--- config.mk ---
export PLATFORM = sky130hd
export DESIGN_NAME = column_delta_row_encoder
export DESIGN_NICKNAME = d
export VERILOG_FILES = /design/src/rtl/cdre_pkg.sv /design/src/rtl/cdre_csr.sv /design/src/rtl/cdre_front.sv /design/src/rtl/cdre_fifo.sv /design/src/rtl/cdre_back.sv /design/src/rtl/column_delta_row_encoder.sv
export VERILOG_INCLUDE_DIRS = /design/src /design/src/rtl
export SDC_FILE = /design/constraint.sdc
export NUM_CORES = 1
export LEC_CHECK = 0
export BUFFER_PORTS_ARGS = -buffer_cell sky130_fd_sc_hd__buf_2
export CAP_MARGIN = 20
export CORE_UTILIZATION = 40
export CTS_BUF_LIST = sky130_fd_sc_hd__clkbuf_16
export DETAILED_ROUTE_END_ITERATION = 16
export HOLD_SLACK_MARGIN = 0.02
export PLACE_DENSITY_LB_ADDON = 0.08
export SLEW_MARGIN = 20
export SYNTH_ARGS = -nofsm -noshare
export SYNTH_HDL_FRONTEND = slang
export SYNTH_SLANG_ARGS = --single-unit
export TNS_END_PERCENT = 20
--- constraint.sdc ---
create_clock -name clock -period 8.28 [get_ports clock]
set_input_delay 1.656 -clock clock [delete_from_list [all_inputs] [get_ports clock]]
set_output_delay 1.656 -clock clock [all_outputs]
set_load 0.01 [all_outputs]
--- src/rtl/column_delta_row_encoder_assert.svh ---
// Assertion macros shared by the encoder modules.
`ifndef COLUMN_DELTA_ROW_ENCODER_ASSERT_SVH
`define COLUMN_DELTA_ROW_ENCODER_ASSERT_SVH

// Same-cycle implication.
`define CDRE_ASSERT_IMPLY(lbl, clk, rst, ante, cons, msg) \
   lbl: assert property (@(posedge clk) disable iff (rst) (ante) |-> (cons)) \
      else $error(msg);

// Next-cycle implication.
`define CDRE_ASSERT_NEXT(lbl, clk, rst, ante, cons, msg) \
   lbl: assert property (@(posedge clk) disable iff (rst) (ante) |=> (cons)) \
      else $error(msg);

`endif

--- src/rtl/cdre_pkg.sv ---
// Shared types and constants of the column delta row encoder.
`default_nettype none
package cdre_pkg;

   localparam int MAX_COLUMNS_DEFAULT = 16;
   localparam int QUEUE_DEPTH = 4;

   localparam logic [4:0]  NUM_COLUMNS_RESET      = 5'd1;
   localparam logic [15:0] REFRESH_INTERVAL_RESET = 16'd0;
   localparam logic [12:0] SMALL_DELTA_MAX_RESET  = 13'h1FFF;
   localparam logic [20:0] MEDIUM_DELTA_MAX_RESET = 21'h1FFFFF;

   localparam logic [7:0] RAW_TOP_MASK  = 8'h7F;
   localparam logic       DELTA_MARK    = 1'b1;
   localparam logic       SMALL_FORMAT  = 1'b0;
   localparam logic       MEDIUM_FORMAT = 1'b1;

   typedef enum logic [1:0] {
      REG_NUM_COLUMNS      = 2'd0,
      REG_REFRESH_INTERVAL = 2'd1,
      REG_SMALL_DELTA_MAX  = 2'd2,
      REG_MEDIUM_DELTA_MAX = 2'd3
   } reg_index_type;

   typedef enum logic [1:0] {
      KIND_SMALL  = 2'd0,
      KIND_MEDIUM = 2'd1,
      KIND_RAW    = 2'd2
   } kind_type;

   typedef struct packed {
      logic [4:0]  num_columns;
      logic [15:0] refresh_interval;
      logic [12:0] small_delta_max;
      logic [20:0] medium_delta_max;
   } cfg_type;

   // one classified word: raw value or delta magnitude
   typedef struct packed {
      kind_type    kind;
      logic        sign;
      logic [31:0] data;
   } entry_type;

endpackage
`default_nettype wire

--- src/rtl/cdre_csr.sv ---
// Configuration registers behind the APB-style port.
`default_nettype none
module cdre_csr (
   input  wire logic             clock,
   input  wire logic             reset,
   input  wire logic             csr_psel,
   input  wire logic             csr_penable,
   input  wire logic             csr_pwrite,
   input  wire logic [3:0]       csr_paddr,
   input  wire logic [31:0]      csr_pwdata,
   output logic      [31:0]      csr_prdata,
   output logic                  csr_pready,
   output cdre_pkg::cfg_type     cfg
);

   cdre_pkg::cfg_type       cfg_ff;
   cdre_pkg::reg_index_type index;
   logic                    write_en;

   assign index      = cdre_pkg::reg_index_type'(csr_paddr[3:2]);
   assign write_en   = csr_psel && csr_penable && csr_pwrite;
   assign csr_pready = 1'b1;
   assign cfg        = cfg_ff;

   always_ff @(posedge clock) begin
      if (reset) begin
         cfg_ff.num_columns      <= cdre_pkg::NUM_COLUMNS_RESET;
         cfg_ff.refresh_interval <= cdre_pkg::REFRESH_INTERVAL_RESET;
         cfg_ff.small_delta_max  <= cdre_pkg::SMALL_DELTA_MAX_RESET;
         cfg_ff.medium_delta_max <= cdre_pkg::MEDIUM_DELTA_MAX_RESET;
      end else if (write_en) begin
         case (index)
            cdre_pkg::REG_NUM_COLUMNS:      cfg_ff.num_columns      <= csr_pwdata[4:0];
            cdre_pkg::REG_REFRESH_INTERVAL: cfg_ff.refresh_interval <= csr_pwdata[15:0];
            cdre_pkg::REG_SMALL_DELTA_MAX:  cfg_ff.small_delta_max  <= csr_pwdata[12:0];
            cdre_pkg::REG_MEDIUM_DELTA_MAX: cfg_ff.medium_delta_max <= csr_pwdata[20:0];
            default: ;
         endcase
      end
   end

   always_comb begin
      case (index)
         cdre_pkg::REG_NUM_COLUMNS:      csr_prdata = {27'd0, cfg_ff.num_columns};
         cdre_pkg::REG_REFRESH_INTERVAL: csr_prdata = {16'd0, cfg_ff.refresh_interval};
         cdre_pkg::REG_SMALL_DELTA_MAX:  csr_prdata = {19'd0, cfg_ff.small_delta_max};
         cdre_pkg::REG_MEDIUM_DELTA_MAX: csr_prdata = {11'd0, cfg_ff.medium_delta_max};
         default:                        csr_prdata = 32'd0;
      endcase
   end

endmodule
`default_nettype wire

--- src/rtl/cdre_front.sv ---
// Front end: column tracking, raw/delta decision and delta classification.
`default_nettype none
module cdre_front #(
   parameter int MAX_COLUMNS = cdre_pkg::MAX_COLUMNS_DEFAULT
) (
   input  wire logic               clock,
   input  wire logic               reset,
   input  cdre_pkg::cfg_type       cfg,
   input  wire logic               req_tvalid,
   output logic                    req_tready,
   input  wire logic [31:0]        req_tdata,
   output logic                    push,
   output cdre_pkg::entry_type     push_data,
   input  wire logic               queue_full
);

   // num_columns cannot exceed 31, so no more entries are ever addressed
   localparam int DEPTH = (MAX_COLUMNS < 31) ? MAX_COLUMNS : 31;
   localparam int CW    = (DEPTH > 1) ? $clog2(DEPTH) : 1;

   logic [31:0]   prev_ff [DEPTH];
   logic [CW-1:0] col_ff, col_in;
   logic          raw_ff;
   logic          primed_ff, primed_in;
   logic [15:0]   rows_ff, rows_in;

   logic [4:0]    n_eff;
   logic [CW-1:0] col;
   logic          raw_mode;
   logic          row_end;
   logic [31:0]   last;
   logic          add;
   logic [31:0]   mag;
   logic          accept;

   assign req_tready = !queue_full;
   assign accept     = req_tvalid && req_tready;
   assign push       = accept;

   always_comb begin
      n_eff = cfg.num_columns;
      if (n_eff == 5'd0)
         n_eff = 5'd1;
      if (6'(n_eff) > 6'(DEPTH))
         n_eff = 5'(DEPTH);
   end

   always_comb begin
      col = (6'(col_ff) >= 6'(n_eff)) ? '0 : col_ff;
      if (col == '0) begin
         raw_mode = !primed_ff ||
                    ((cfg.refresh_interval != 16'd0) && (rows_ff >= cfg.refresh_interval));
      end else begin
         raw_mode = raw_ff;
      end
      last = prev_ff[col];
      add  = (req_tdata >= last);
      mag  = add ? (req_tdata - last) : (last - req_tdata);

      push_data.sign = add;
      if (raw_mode) begin
         push_data.kind = cdre_pkg::KIND_RAW;
         push_data.data = req_tdata;
      end else if (mag <= {19'd0, cfg.small_delta_max}) begin
         push_data.kind = cdre_pkg::KIND_SMALL;
         push_data.data = mag;
      end else if (mag <= {11'd0, cfg.medium_delta_max}) begin
         push_data.kind = cdre_pkg::KIND_MEDIUM;
         push_data.data = mag;
      end else begin
         push_data.kind = cdre_pkg::KIND_RAW;
         push_data.data = req_tdata;
      end

      row_end   = (6'(col) + 6'd1) >= 6'(n_eff);
      col_in    = row_end ? '0 : CW'(6'(col) + 6'd1);
      primed_in = primed_ff;
      rows_in   = rows_ff;
      if (row_end) begin
         if (raw_mode) begin
            rows_in   = 16'd0;
            primed_in = 1'b1;
         end else if (rows_ff != 16'hFFFF) begin
            rows_in = rows_ff + 16'd1;
         end
      end
   end

   always_ff @(posedge clock) begin
      if (reset) begin
         col_ff    <= '0;
         raw_ff    <= 1'b0;
         primed_ff <= 1'b0;
         rows_ff   <= 16'd0;
      end else if (accept) begin
         col_ff    <= col_in;
         raw_ff    <= raw_mode;
         primed_ff <= primed_in;
         rows_ff   <= rows_in;
      end
   end

   always_ff @(posedge clock) begin
      if (accept)
         prev_ff[col] <= req_tdata;
   end

endmodule
`default_nettype wire

--- src/rtl/cdre_fifo.sv ---
// Short queue of classified words between front and back.
`default_nettype none
`include "column_delta_row_encoder_assert.svh"
module cdre_fifo (
   input  wire logic               clock,
   input  wire logic               reset,
   input  wire logic               push,
   input  cdre_pkg::entry_type     push_data,
   output logic                    full,
   input  wire logic               pop,
   output cdre_pkg::entry_type     pop_data,
   output logic                    not_empty
);

   localparam int DEPTH = cdre_pkg::QUEUE_DEPTH;
   localparam int PW    = $clog2(DEPTH);
   localparam int CNTW  = $clog2(DEPTH + 1);
   localparam logic [CNTW-1:0] ONE = CNTW'(1);

   cdre_pkg::entry_type slot_ff [DEPTH];
   logic [PW-1:0]       wr_ff, rd_ff;
   logic [CNTW-1:0]     count_ff, count_in;

   assign full      = (count_ff == CNTW'(DEPTH));
   assign not_empty = (count_ff != '0);
   assign pop_data  = slot_ff[rd_ff];

   always_comb begin
      count_in = count_ff;
      if (push && !pop)
         count_in = count_ff + ONE;
      else if (pop && !push)
         count_in = count_ff - ONE;
   end

   always_ff @(posedge clock) begin
      if (reset) begin
         wr_ff    <= '0;
         rd_ff    <= '0;
         count_ff <= '0;
      end else begin
         if (push)
            wr_ff <= wr_ff + PW'(1);
         if (pop)
            rd_ff <= rd_ff + PW'(1);
         count_ff <= count_in;
      end
   end

   always_ff @(posedge clock) begin
      if (push)
         slot_ff[wr_ff] <= push_data;
   end

   `CDRE_ASSERT_IMPLY(a_no_push_full, clock, reset, full, !push, "push into full queue")
   `CDRE_ASSERT_IMPLY(a_no_pop_empty, clock, reset, !not_empty, !pop, "pop from empty queue")
   `CDRE_ASSERT_NEXT(a_pop_count, clock, reset, pop && !push, count_ff == $past(count_ff) - ONE, "queue count did not drop on pop")

endmodule
`default_nettype wire

--- src/rtl/cdre_back.sv ---
// Back end: turns one classified word into its output bytes.
`default_nettype none
`include "column_delta_row_encoder_assert.svh"
module cdre_back (
   input  wire logic               clock,
   input  wire logic               reset,
   input  wire logic               not_empty,
   input  cdre_pkg::entry_type     pop_data,
   output logic                    pop,
   output logic                    rsp_tvalid,
   input  wire logic               rsp_tready,
   output logic [7:0]              rsp_tdata,
   output logic                    rsp_tlast
);

   cdre_pkg::entry_type cur_ff;
   logic                valid_ff;
   logic [1:0]          idx_ff;
   logic [1:0]          last_idx;
   logic                fire;

   assign rsp_tvalid = valid_ff;
   assign fire       = valid_ff && rsp_tready;
   assign rsp_tlast  = (idx_ff == last_idx);
   assign pop        = not_empty && (!valid_ff || (fire && rsp_tlast));

   always_comb begin
      case (cur_ff.kind)
         cdre_pkg::KIND_SMALL: begin
            last_idx = 2'd1;
            case (idx_ff)
               2'd0:    rsp_tdata = {cdre_pkg::DELTA_MARK, cur_ff.sign,
                                     cdre_pkg::SMALL_FORMAT, cur_ff.data[12:8]};
               default: rsp_tdata = cur_ff.data[7:0];
            endcase
         end
         cdre_pkg::KIND_MEDIUM: begin
            last_idx = 2'd2;
            case (idx_ff)
               2'd0:    rsp_tdata = {cdre_pkg::DELTA_MARK, cur_ff.sign,
                                     cdre_pkg::MEDIUM_FORMAT, cur_ff.data[20:16]};
               2'd1:    rsp_tdata = cur_ff.data[15:8];
               default: rsp_tdata = cur_ff.data[7:0];
            endcase
         end
         default: begin
            last_idx = 2'd3;
            case (idx_ff)
               2'd0:    rsp_tdata = cur_ff.data[31:24] & cdre_pkg::RAW_TOP_MASK;
               2'd1:    rsp_tdata = cur_ff.data[23:16];
               2'd2:    rsp_tdata = cur_ff.data[15:8];
               default: rsp_tdata = cur_ff.data[7:0];
            endcase
         end
      endcase
   end

   always_ff @(posedge clock) begin
      if (reset) begin
         valid_ff <= 1'b0;
         idx_ff   <= 2'd0;
      end else if (pop) begin
         valid_ff <= 1'b1;
         idx_ff   <= 2'd0;
      end else if (fire) begin
         if (rsp_tlast) begin
            valid_ff <= 1'b0;
            idx_ff   <= 2'd0;
         end else begin
            idx_ff <= idx_ff + 2'd1;
         end
      end
   end

   always_ff @(posedge clock) begin
      if (pop)
         cur_ff <= pop_data;
   end

   `CDRE_ASSERT_IMPLY(a_small_len, clock, reset, valid_ff && cur_ff.kind == cdre_pkg::KIND_SMALL, idx_ff <= 2'd1, "small delta past second byte")
   `CDRE_ASSERT_IMPLY(a_medium_len, clock, reset, valid_ff && cur_ff.kind == cdre_pkg::KIND_MEDIUM, idx_ff <= 2'd2, "medium delta past third byte")
   `CDRE_ASSERT_NEXT(a_byte_step, clock, reset, fire && !rsp_tlast, valid_ff && idx_ff == $past(idx_ff) + 2'd1, "byte index did not advance")

endmodule
`default_nettype wire

--- src/rtl/column_delta_row_encoder.sv ---
// Top level of the column delta row encoder.
//
//  channel   dir  handshake              payload
//  req_      in   req_tvalid/req_tready  req_tdata[31:0] = sample_value
//  rsp_      out  rsp_tvalid/rsp_tready  rsp_tdata[7:0] = out_byte, rsp_tlast = item_last
//  csr_      in   psel/penable, pready=1 regs at 0x0,0x4,0x8,0xC
//
// A sample yields 2, 3 or 4 output bytes, sent one by one through the byte-wide
// output port. The front classifies one sample per cycle into a 4-word queue
// while the queue is not full. Reset is synchronous; no clearing pass. Output
// stalls back up through the queue to req_tready only once the queue is full.
`default_nettype none
module column_delta_row_encoder #(
   parameter int MAX_COLUMNS = cdre_pkg::MAX_COLUMNS_DEFAULT
) (
   input  wire logic        clock,
   input  wire logic        reset,
   input  wire logic        req_tvalid,
   output logic             req_tready,
   input  wire logic [31:0] req_tdata,   // [31:0] sample_value
   output logic             rsp_tvalid,
   input  wire logic        rsp_tready,
   output logic [7:0]       rsp_tdata,   // [7:0] out_byte
   output logic             rsp_tlast,
   input  wire logic        csr_psel,
   input  wire logic        csr_penable,
   input  wire logic        csr_pwrite,
   input  wire logic [3:0]  csr_paddr,
   input  wire logic [31:0] csr_pwdata,
   output logic [31:0]      csr_prdata,
   output logic             csr_pready
);

   cdre_pkg::cfg_type   cfg;
   cdre_pkg::entry_type push_data;
   cdre_pkg::entry_type pop_data;
   logic                push;
   logic                pop;
   logic                queue_full;
   logic                not_empty;

   cdre_csr u_csr (
      .clock       (clock),
      .reset       (reset),
      .csr_psel    (csr_psel),
      .csr_penable (csr_penable),
      .csr_pwrite  (csr_pwrite),
      .csr_paddr   (csr_paddr),
      .csr_pwdata  (csr_pwdata),
      .csr_prdata  (csr_prdata),
      .csr_pready  (csr_pready),
      .cfg         (cfg)
   );

   cdre_front #(
      .MAX_COLUMNS (MAX_COLUMNS)
   ) u_front (
      .clock      (clock),
      .reset      (reset),
      .cfg        (cfg),
      .req_tvalid (req_tvalid),
      .req_tready (req_tready),
      .req_tdata  (req_tdata),
      .push       (push),
      .push_data  (push_data),
      .queue_full (queue_full)
   );

   cdre_fifo u_fifo (
      .clock     (clock),
      .reset     (reset),
      .push      (push),
      .push_data (push_data),
      .full      (queue_full),
      .pop       (pop),
      .pop_data  (pop_data),
      .not_empty (not_empty)
   );

   cdre_back u_back (
      .clock      (clock),
      .reset      (reset),
      .not_empty  (not_empty),
      .pop_data   (pop_data),
      .pop        (pop),
      .rsp_tvalid (rsp_tvalid),
      .rsp_tready (rsp_tready),
      .rsp_tdata  (rsp_tdata),
      .rsp_tlast  (rsp_tlast)
   );

endmodule
`default_nettype wire

==> results of run 1 <==
power by group through the flow:
stage                     clock network [mW]  registers (mW)  logic (mW)
after global placement                     0            4.65        2.06
after detailed placement                   0            4.66        2.08
final                                   3.62            4.58        2.15
after CTS                               3.69            4.58        2.10
after floorplan                            0            4.60        1.15
after global routing                    3.83            4.59        2.33
worst max-delay path, delay by kind of cell (launching register included):
kind	cells	cell delay [ns]
adder cells (fa/ha/maj)	3	0.81
AND/OR/NAND/NOR	12	2.11
buffers and inverters	7	1.09
AO/OA/AOI/OAI	14	2.52
multiplexers	2	0.62
XOR/XNOR	1	0.20
flip-flops	1	0.31
path summary, 6_finish.rpt:
kind / end / slack, ns / cells past startpoint
setup / recovery: u_fifo.slot_ff[1][1]$_DFFE_PP_ / 0.29 / 39
hold / removal: u_front.primed_ff$_SDFFE_PP0P_ / 0.48 / 2
setup reg to reg: u_fifo.slot_ff[1][1]$_DFFE_PP_ / 0.29 / 39
hold reg to reg: u_front.primed_ff$_SDFFE_PP0P_ / 0.48 / 2
what timing repair did:
action                     in CTS  in global routing
setup buffers                   0                 10
setup endpoints to repair     132                132
pin swaps                       2                 25
resized for setup              18                 92
cloned                          0                  7
cells by family (layout without fill, tap and decap cells):
group | Yosys count | count (layout) | synth area share
AO/OA/AOI/OAI | 658 | 658 | 0.128
buffers and inverters | 293 | 698 | 0.0348
other | 2 | 14 | 0.000213
AND/OR/NAND/NOR | 735 | 735 | 0.0954
multiplexers | 116 | 116 | 0.0487
XOR/XNOR | 48 | 48 | 0.0119
adder cells (fa/ha/maj) | 139 | 139 | 0.0501
flip-flops | 769 | 769 | 0.631
per-layer routing:
metal	up-vias	global-route usage	part of all wire
met5	-	0	0
met4	0	0.0542	0.020
met3	138	0.0336	0.046
met2	619	0.396	0.48
met1	12400	0.337	0.45
li1	11200	-	-
area by class of cell:
type	count	area [sq um]	area share
Sequential cell	769	22200	0.521
Inverter	130	497	0.0116
Multi-Input combinational cell	1708	12400	0.292
Tap cell	1155	1450	0.0339
Clock buffer	86	2150	0.0505
Timing Repair Buffer	418	3380	0.0793
Clock inverter	64	503	0.0118
Antenna cell	2	5.00	0.000117
flip-flops by register name, indices dropped and copies added, names as in the netlist:
signal             count
u_fifo.slot_ff       136
u_front.raw_ff         1
u_fifo.count_ff        3
u_back.idx_ff          2
u_back.cur_ff         34
u_front.prev_ff      512
u_front.col_ff         4
u_back.rsp_tvalid      1
u_fifo.rd_ff           2
u_csr.cfg             55
u_front.rows_ff       16
u_fifo.wr_ff           2
u_front.primed_ff      1
Yosys cell counts (31+ instances only):
library cell,n,area (sq um)
a211oi_1,39,293
a21oi_1,197,986
a221o_1,47,470
a31oi_1,34,213
clkbuf_1,109,409
dfxtp_1,87,1740
edfxtp_1,682,20500
ha_1,136,1700
inv_1,126,473
mux2i_1,54,541
mux4_2,39,878
nand2_1,354,1330
nand3_1,34,170
nor2_1,149,559
nor3_1,39,195
nor4_1,34,213
o211ai_1,39,293
o21ai_0,86,430
o221ai_1,31,272
o22ai_1,37,231
per-stage QoR:
| stage | instances | hold WS [ns] | setup WS, ns |
|---|---|---|---|
| floorplan | 2770 | 0.430 | 0.358 |
| global placement | 4163 | 0.460 | -0.232 |
| detailed placement | 4163 | 0.470 | -0.240 |
| CTS | 4313 | 0.481 | 0.0317 |
| global route | 4330 | 0.511 | -0.0490 |
| finish | 4332 | 0.479 | 0.293 |
==> flow_summary.yaml, run 1 <==
cts:
  cts-root-buf: "clkbuf_16"
  clkTransAtPathRegs_ns: 0.05
  ctsHoldBuffers: 0
  cts_made_buffers: 86
  clock_sinks: 769
  clock_path_buffers: 3
  htreeDepth: 3
  clk_latency_ns: 0.67
  cts_tree: "yes"
power_and_ir_drop:
  p_sw_frac: 0.279
  switchingPower_mw: 2.89
  pwr-share-clk: 0.350
  p_leak_nw: 15.6
  seqPwrFrac: 0.442
  p_total_mw: 10.3
  p_per_area_mw_per_mm2: 243
  ir_drop_uv: 308
  intPower_mw: 7.46
  combPwrFrac: 0.208
worst_setup_path:
  reg2reg_from: "u_csr.cfg[51]$_SDFFE_PP0P_"
  start_kind: "register"
  timing.critical_path.to_type: "register"
  cp_slowest_cell: "nor4_4"
  crit_start: "u_csr.cfg[51]$_SDFFE_PP0P_"
  cpPeakStageDelay_ns: 0.39
  cp_max_fo: 18
  critical_path_arrival_ns: 8.37
  crit_path_frequent_cell: "buf_4"
  crit_type: "reg2reg"
  worstPathRequired_ns: 8.66
routing:
  num_vias: 24400
  dr.pass1.iters: 5
  drc: 0
  drtAntennaViolNets: 0
  wl_microns: 109000
  drt_iter0_markers: 1900
  wl_per_cell_microns: 25.2
  via_per_inst: 5.62
synth:
  ys_types: 87
  synth_seq_cells: 769
  synthArstFlopShare: 0
  syn_area_sq_mm: 0.0352
  syn_inst: 2760
  yosysWarnings: 0
  synth.avg_cell_area_sq_um: 12.8
  synth_edf_count: 682
  yosysSeqAreaShare: 0.631
  synth_top_flop_cell: "edfxtp_1"
placement:
  place.gp.congestion: 0.907
  portBuffers: 93
  dpl_cell_area_sq_mm: 0.0392
  hpwlAfterDp_microns: 72100
sta:
  max_freq_ghz: 0.125
  setup_tns_ns: 0
  slew_headroom: 0.261
  period_share: 0.965
  worst_pin_slew_ns: 1.10
  setup_viol: 0
  report.final.slew_viol_count: 0
  hold_violations: 0
  min_period_ns: 7.99
  fin_skew_ns: 0.0273
finish:
  stdcell_area_sq_mm: 0.0426
  fillers: 7798
  finalNetCount: 3327
  layout_commonest_cell: "edfxtp_1"
  areaGrowthSynthToFinish_pct: 21.1
  layout_common_cells: "edfxtp_1 (682), nand2_1 (351), buf_4 (282)"
  final_util: 0.490
  drive_above_1_share: 0.229
floorplanning:
  core_region_area_sq_mm: 0.0870
  num_io_pins: 119
  rows: 108
  die_y_microns: 299
  die-area_sq_mm: 0.0892
  initial_utilization: 0.404
  die_x_microns: 299
global_routing:
  grt_overflow_total: 0
  antenna_found_initial: 0
  grt_max_degree: 48
  grt_pass1_wl_microns: 159000
  grt_pass1_vias: 24000
  grt_use_total: 0.240
outcome:
  status: "finished clean"
min_path:
  hold_start: "u_front.primed_ff$_SDFFE_PP0P_"
  hp-class: "reg2reg"
flow_run:
  drv_cap: 0
Power figures use the tool's default switching activity.
==> inputs of run 2 (changes only) <==
CORE_UTILIZATION = 25   (was 40)
==> flow_summary.yaml, run 2 (same netlist as run 1, synthesis figures left out) <==
floorplanning:
  initial_utilization: 0.252
  rows: 137
  die_y_microns: 377
  die_x_microns: 377
  num_io_pins: 119
  core_region_area_sq_mm: 0.140
  die-area_sq_mm: 0.142
worst_setup_path:
  reg2reg_from: "u_csr.cfg[53]$_SDFFE_PP0P_"
  ff2ff_setup_slack_ns: 0.14
  cp_max_fo: 20
  crit_start: "u_csr.cfg[53]$_SDFFE_PP0P_"
  r2r_end: "u_fifo.slot_ff[1][11]$_DFFE_PP_"
  cp_slowest_cell: "fa_2"
  crit_path_frequent_cell: "buf_12"
  cpPeakStageDelay_ns: 0.36
  worstPathRequired_ns: 8.71
  critical_path_arrival_ns: 8.57
  critical_path_buf_inv_count: 13
  start_kind: "register"
  ff2ff_path_depth: 44
  crit_type: "reg2reg"
  timing.critical_path.to_type: "register"
  cp_top_family: "compound AO/OA/AOI/OAI gates"
global_routing:
  grt_use_total: 0.173
  antenna_found_initial: 9
  grt_max_degree: 40
  grt_overflow_total: 0
  grt_pass1_wl_microns: 177000
  grt_pass1_vias: 24800
cts:
  cts-root-buf: "clkbuf_16"
  cts_made_buffers: 90
  clock_path_buffers: 3
  htreeDepth: 3
  cts_tree: "yes"
  clk_latency_ns: 0.73
  clock_sinks: 769
  clkTransAtPathRegs_ns: 0.06
  ctsHoldBuffers: 0
sta:
  rsz0062_at_grt: "true"
  fin_skew_ns: 0.0546
  period_share: 0.983
  setup_viol: 0
  report.final.slew_viol_count: 0
  holdWs_ns: 0.475
  max_freq_ghz: 0.123
  slew_headroom: 0.291
  min_period_ns: 8.14
  fin_ws_ns: 0.137
  worst_pin_slew_ns: 1.06
  hold_violations: 0
placement:
  pre_cts_slack_ns: -0.799
  dpl_cell_area_sq_mm: 0.0407
  place.gp.congestion: 0.858
  hpwlAfterDp_microns: 85800
  portBuffers: 93
finish:
  largest_register_ffs: 512
  regMostFlops: "u_front.prev_ff"
  layout_common_cells: "edfxtp_1 (682), buf_4 (356), nand2_1 (349)"
  drive_above_1_share: 0.274
  areaGrowthSynthToFinish_pct: 28.0
  stdcell_area_sq_mm: 0.0451
  final_util: 0.323
  finalNetCount: 3420
  layout_commonest_cell: "edfxtp_1"
  fillers: 14000
min_path:
  hold_start: "u_front.primed_ff$_SDFFE_PP0P_"
  hp-class: "reg2reg"
  hold_path_end: "u_front.primed_ff$_SDFFE_PP0P_"
  hold_depth: 2
routing:
  wl_per_cell_microns: 24.3
  dr.pass1.iters: 8
  drc: 0
  wl_microns: 125000
  drtAntennaViolNets: 0
  via_per_inst: 4.76
  num_vias: 24500
  drt_iter0_markers: 1652
outcome:
  status: "finished clean"
power_and_ir_drop:
  p_sw_frac: 0.287
  seqPwrFrac: 0.424
  switchingPower_mw: 3.10
  ir_drop_uv: 210
  combPwrFrac: 0.220
  p_per_area_mw_per_mm2: 240
  intPower_mw: 7.69
  pwr-share-clk: 0.357
  p_total_mw: 10.8
  p_leak_nw: 16.2
flow_run:
  drv_cap: 0
==> run 2: changes by cell type in the layout (fill, tap and decap cells not counted), moves of 6 or more <==
cell and change:
or4_4 +6, a21oi_2 +8, nor2_2 +7, ha_4 +15
nor4_1 -6, buf_4 +74, ha_1 -17, nor2_1 -9
or4_1 -6, buf_12 +12, a21oi_1 -10
==> run 2: worst max path at each step <==
stage | end | slack, ns | depth (start not counted)
5_1_grt | u_fifo.slot_ff[1][11]$_DFFE_PP_ | -0.31 | 46
3_5_place_dp | u_fifo.slot_ff[3][20]$_DFFE_PP_ | -0.80 | 40
6_report | u_fifo.slot_ff[1][11]$_DFFE_PP_ | 0.14 | 44
3_3_place_gp | u_fifo.slot_ff[0][20]$_DFFE_PP_ | -0.85 | 40
4_1_cts | u_fifo.slot_ff[1][1]$_DFFE_PP_ | 0.01 | 42
2_1_floorplan | u_fifo.slot_ff[0][10]$_DFFE_PP_ | 0.36 | 42
==> run 2: final cells by class <==
cell class,instances,area [sq um],share of cell area
repair buffers,507,4210,0.0935
diodes,2,5.00,0.000111
inverters,130,504,0.0112
clock buffers,91,2280,0.0505
flip-flops and latches,769,22200,0.493
clock inverters,70,566,0.0125
multi-input cells,1708,12900,0.287
well taps,1876,2350,0.0521
==> run 2: through the flow <==
stage | cells | TNS (ns)
finish | 5153 | 0
global route | 5151 | -29.60
CTS | 5119 | 0
detailed placement | 4957 | -84.04
global placement | 4956 | -93.61
floorplan | 2770 | 0
==> run 2: power by group through the flow <==
stage                     logic (mW)  registers (mW)  clock network, mW
final                           2.37            4.57               3.85
after global routing            2.59            4.59               4.10
after CTS                       2.26            4.58               3.98
after detailed placement        2.22            4.66                  0
after global placement          2.19            4.65                  0
after floorplan                 1.15            4.60                  0
==> run 2: routing by layer <==
layer  vias to the layer above  track usage  routed length [microns]
li1                      11400            -                        -
met3                       144       0.0271                     4710
met5                         -            0                       23
met2                       455        0.284                    59600
met4                         4       0.0387                     2270
met1                     12500        0.239                    58900
==> run 2: tightest hold or removal path: stages, from the launching register on <==
cell	delay [ns]
dfxtp_1	0.33
a21oi_1	0.04
nor2_1	0.07
==> run 2: what timing repair did <==
action,4_1_cts,5_1_grt
gates cloned,0,7
gates resized for setup,29,182
setup endpoints to repair,132,132
pin swaps,6,62
setup buffers,1,25
==> inputs of run 3 (changes only) <==
clock period = 9.1 ns   (was 8.28 ns; I/O delays follow)
==> flow_summary.yaml, run 3 (same netlist as run 1, synthesis figures left out) <==
worst_setup_path:
  cp_max_fo: 42
  cpPeakStageDelay_ns: 0.56
  critical_path_buf_inv_count: 8
  crit_type: "reg2reg"
  cp_top_family: "simple AND/OR/NAND/NOR gates"
  cp_slowest_cell: "nor4_1"
  cp.depth: 39
  crit_path_frequent_cell: "buf_4"
  critical_path_arrival_ns: 9.05
  start_kind: "register"
  timing.critical_path.to_type: "register"
  worstPathRequired_ns: 9.51
  ff2ff_path_depth: 39
cts:
  cts_tree: "yes"
  clock_sinks: 769
  clock_path_buffers: 3
  cts-root-buf: "clkbuf_16"
  clkTransAtPathRegs_ns: 0.06
  htreeDepth: 3
  ctsHoldBuffers: 0
  postCtsSetupRepairBufs: 0
  clk_latency_ns: 0.73
  cts_made_buffers: 92
power_and_ir_drop:
  combPwrFrac: 0.193
  p_per_area_mw_per_mm2: 226
  p_sw_frac: 0.284
  switchingPower_mw: 2.72
  pwr-share-clk: 0.372
  seqPwrFrac: 0.435
  intPower_mw: 6.85
  p_leak_nw: 14.9
  ir_drop_uv: 138
outcome:
  status: "finished clean"
floorplanning:
  core_region_area_sq_mm: 0.140
  num_io_pins: 119
  rows: 137
  die-area_sq_mm: 0.142
  die_y_microns: 377
  die_x_microns: 377
  initial_utilization: 0.252
sta:
  fin_skew_ns: 0.0582
  worst_pin_slew_ns: 1.04
  fin_ws_ns: 0.466
  setup_viol: 0
  hold_violations: 0
  period_share: 0.949
  max_freq_ghz: 0.116
  report.final.slew_viol_count: 0
  min_period_ns: 8.63
  slew_headroom: 0.305
global_routing:
  grt_overflow_total: 0
  busiest_layer: "met2"
  grt_use_total: 0.166
  grt_pass1_vias: 23900
  use_met2: 0.272
  met3_usage: 0.0242
  grt_pass1_wl_microns: 170000
  antenna_found_initial: 9
  grt_util_met1: 0.227
  grt_max_degree: 79
placement:
  hpwlAfterDp_microns: 79200
  portBuffers: 93
  place.gp.congestion: 0.839
  pre_cts_slack_ns: -0.0359
finish:
  largest_register_ffs: 512
  finalNetCount: 3205
  layout_common_cells: "edfxtp_1 (682), nand2_1 (351), a21oi_1 (193)"
  drive_above_1_share: 0.183
  layout_commonest_cell: "edfxtp_1"
  final_util: 0.303
  fillers: 14100
  regMostFlops: "u_front.prev_ff"
  areaGrowthSynthToFinish_pct: 20.0
routing:
  drt_iter0_markers: 1649
  via_per_inst: 4.75
  wl_per_cell_microns: 24.1
  wl_microns: 119000
  dr.pass1.iters: 5
  drtAntennaViolNets: 0
  num_vias: 23500
  drc: 0
min_path:
  hold_depth: 2
  hp-class: "reg2reg"
flow_run:
  drv_cap: 0
run 3: cell types whose count changed in the layout (fill, tap and decap cells not counted), sizes merged:
| cell | before | now |
|---|---|---|
| clkinvlp | 2 | 3 |
| clkbuf | 97 | 93 |
| buf | 501 | 290 |
| inv | 151 | 143 |
| bufinv | 6 | 7 |
| clkinv | 41 | 42 |
run 3: per-stage QoR:
stage | cell area, sq um | power, mW | hold slack [ns] | TNS [ns] | instances
floorplan | 35200 | 5.23 | 0.430 | 0 | 2770
global placement | 39200 | 6.09 | 0.456 | 0 | 4773
detailed placement | 39200 | 6.11 | 0.464 | -0.144 | 4773
CTS | 42100 | 9.73 | 0.474 | 0 | 4931
global route | 42200 | 10.0 | 0.514 | -0.000257 | 4931
finish | 42200 | 9.56 | 0.471 | 0 | 4933
run 3: cell type report:
cell class / instances / area, sq um / share of cell area
sequential: 769 / 22200 / 0.526
multi-input combinational: 1708 / 12100 / 0.287
tap: 1876 / 2350 / 0.0556
clock buffer: 93 / 2330 / 0.0551
timing repair buffer: 290 / 2150 / 0.0509
clock inverter: 65 / 576 / 0.0136
inverter: 130 / 489 / 0.0116
antenna: 2 / 5.00 / 0.000118
run 3: worst paths after layout:
check / start / end / slack, ns
worst min register to register: u_front.col_ff[0]$_SDFFE_PP0P_ / u_front.col_ff[0]$_SDFFE_PP0P_ / 0.47
worst max register to register: u_csr.cfg[52]$_SDFFE_PP0P_ / u_fifo.slot_ff[3][3]$_DFFE_PP_ / 0.47
worst min-delay path: u_front.col_ff[0]$_SDFFE_PP0P_ / u_front.col_ff[0]$_SDFFE_PP0P_ / 0.47
worst max-delay path: u_csr.cfg[52]$_SDFFE_PP0P_ / u_fifo.slot_ff[3][3]$_DFFE_PP_ / 0.47
run 3: routing by layer:
| metal | part of all wire | up-vias |
|---|---|---|
| met5 | 0.00051 | - |
| met4 | 0.021 | 8 |
| met3 | 0.034 | 146 |
| met2 | 0.47 | 438 |
| met1 | 0.47 | 11900 |
| li1 | - | 10900 |
run 3: power groups by stage:
stage / logic, mW / registers (mW) / clock network [mW]
floorplan: 1.05 / 4.19 / 0
detailed placement: 1.87 / 4.24 / 0
finish: 1.85 / 4.16 / 3.56
global placement: 1.86 / 4.23 / 0
global route: 2.02 / 4.18 / 3.80
CTS: 1.89 / 4.16 / 3.68
run 3: worst reg2reg max path: cells and delay by family (launching register included):
family / cells / cell delay [ns]
multiplexers: 2 / 0.54
AO/OA/AOI/OAI: 11 / 2.21
flip-flops: 1 / 0.35
adder cells (fa/ha/maj): 3 / 0.77
buffers and inverters: 8 / 1.73
AND/OR/NAND/NOR: 15 / 2.77
run 3: timing repair:
action,in CTS,in global routing
setup endpoints to repair,60,132
gates resized for setup,3,20
pin swaps,0,1
hold endpoints to repair,0,0
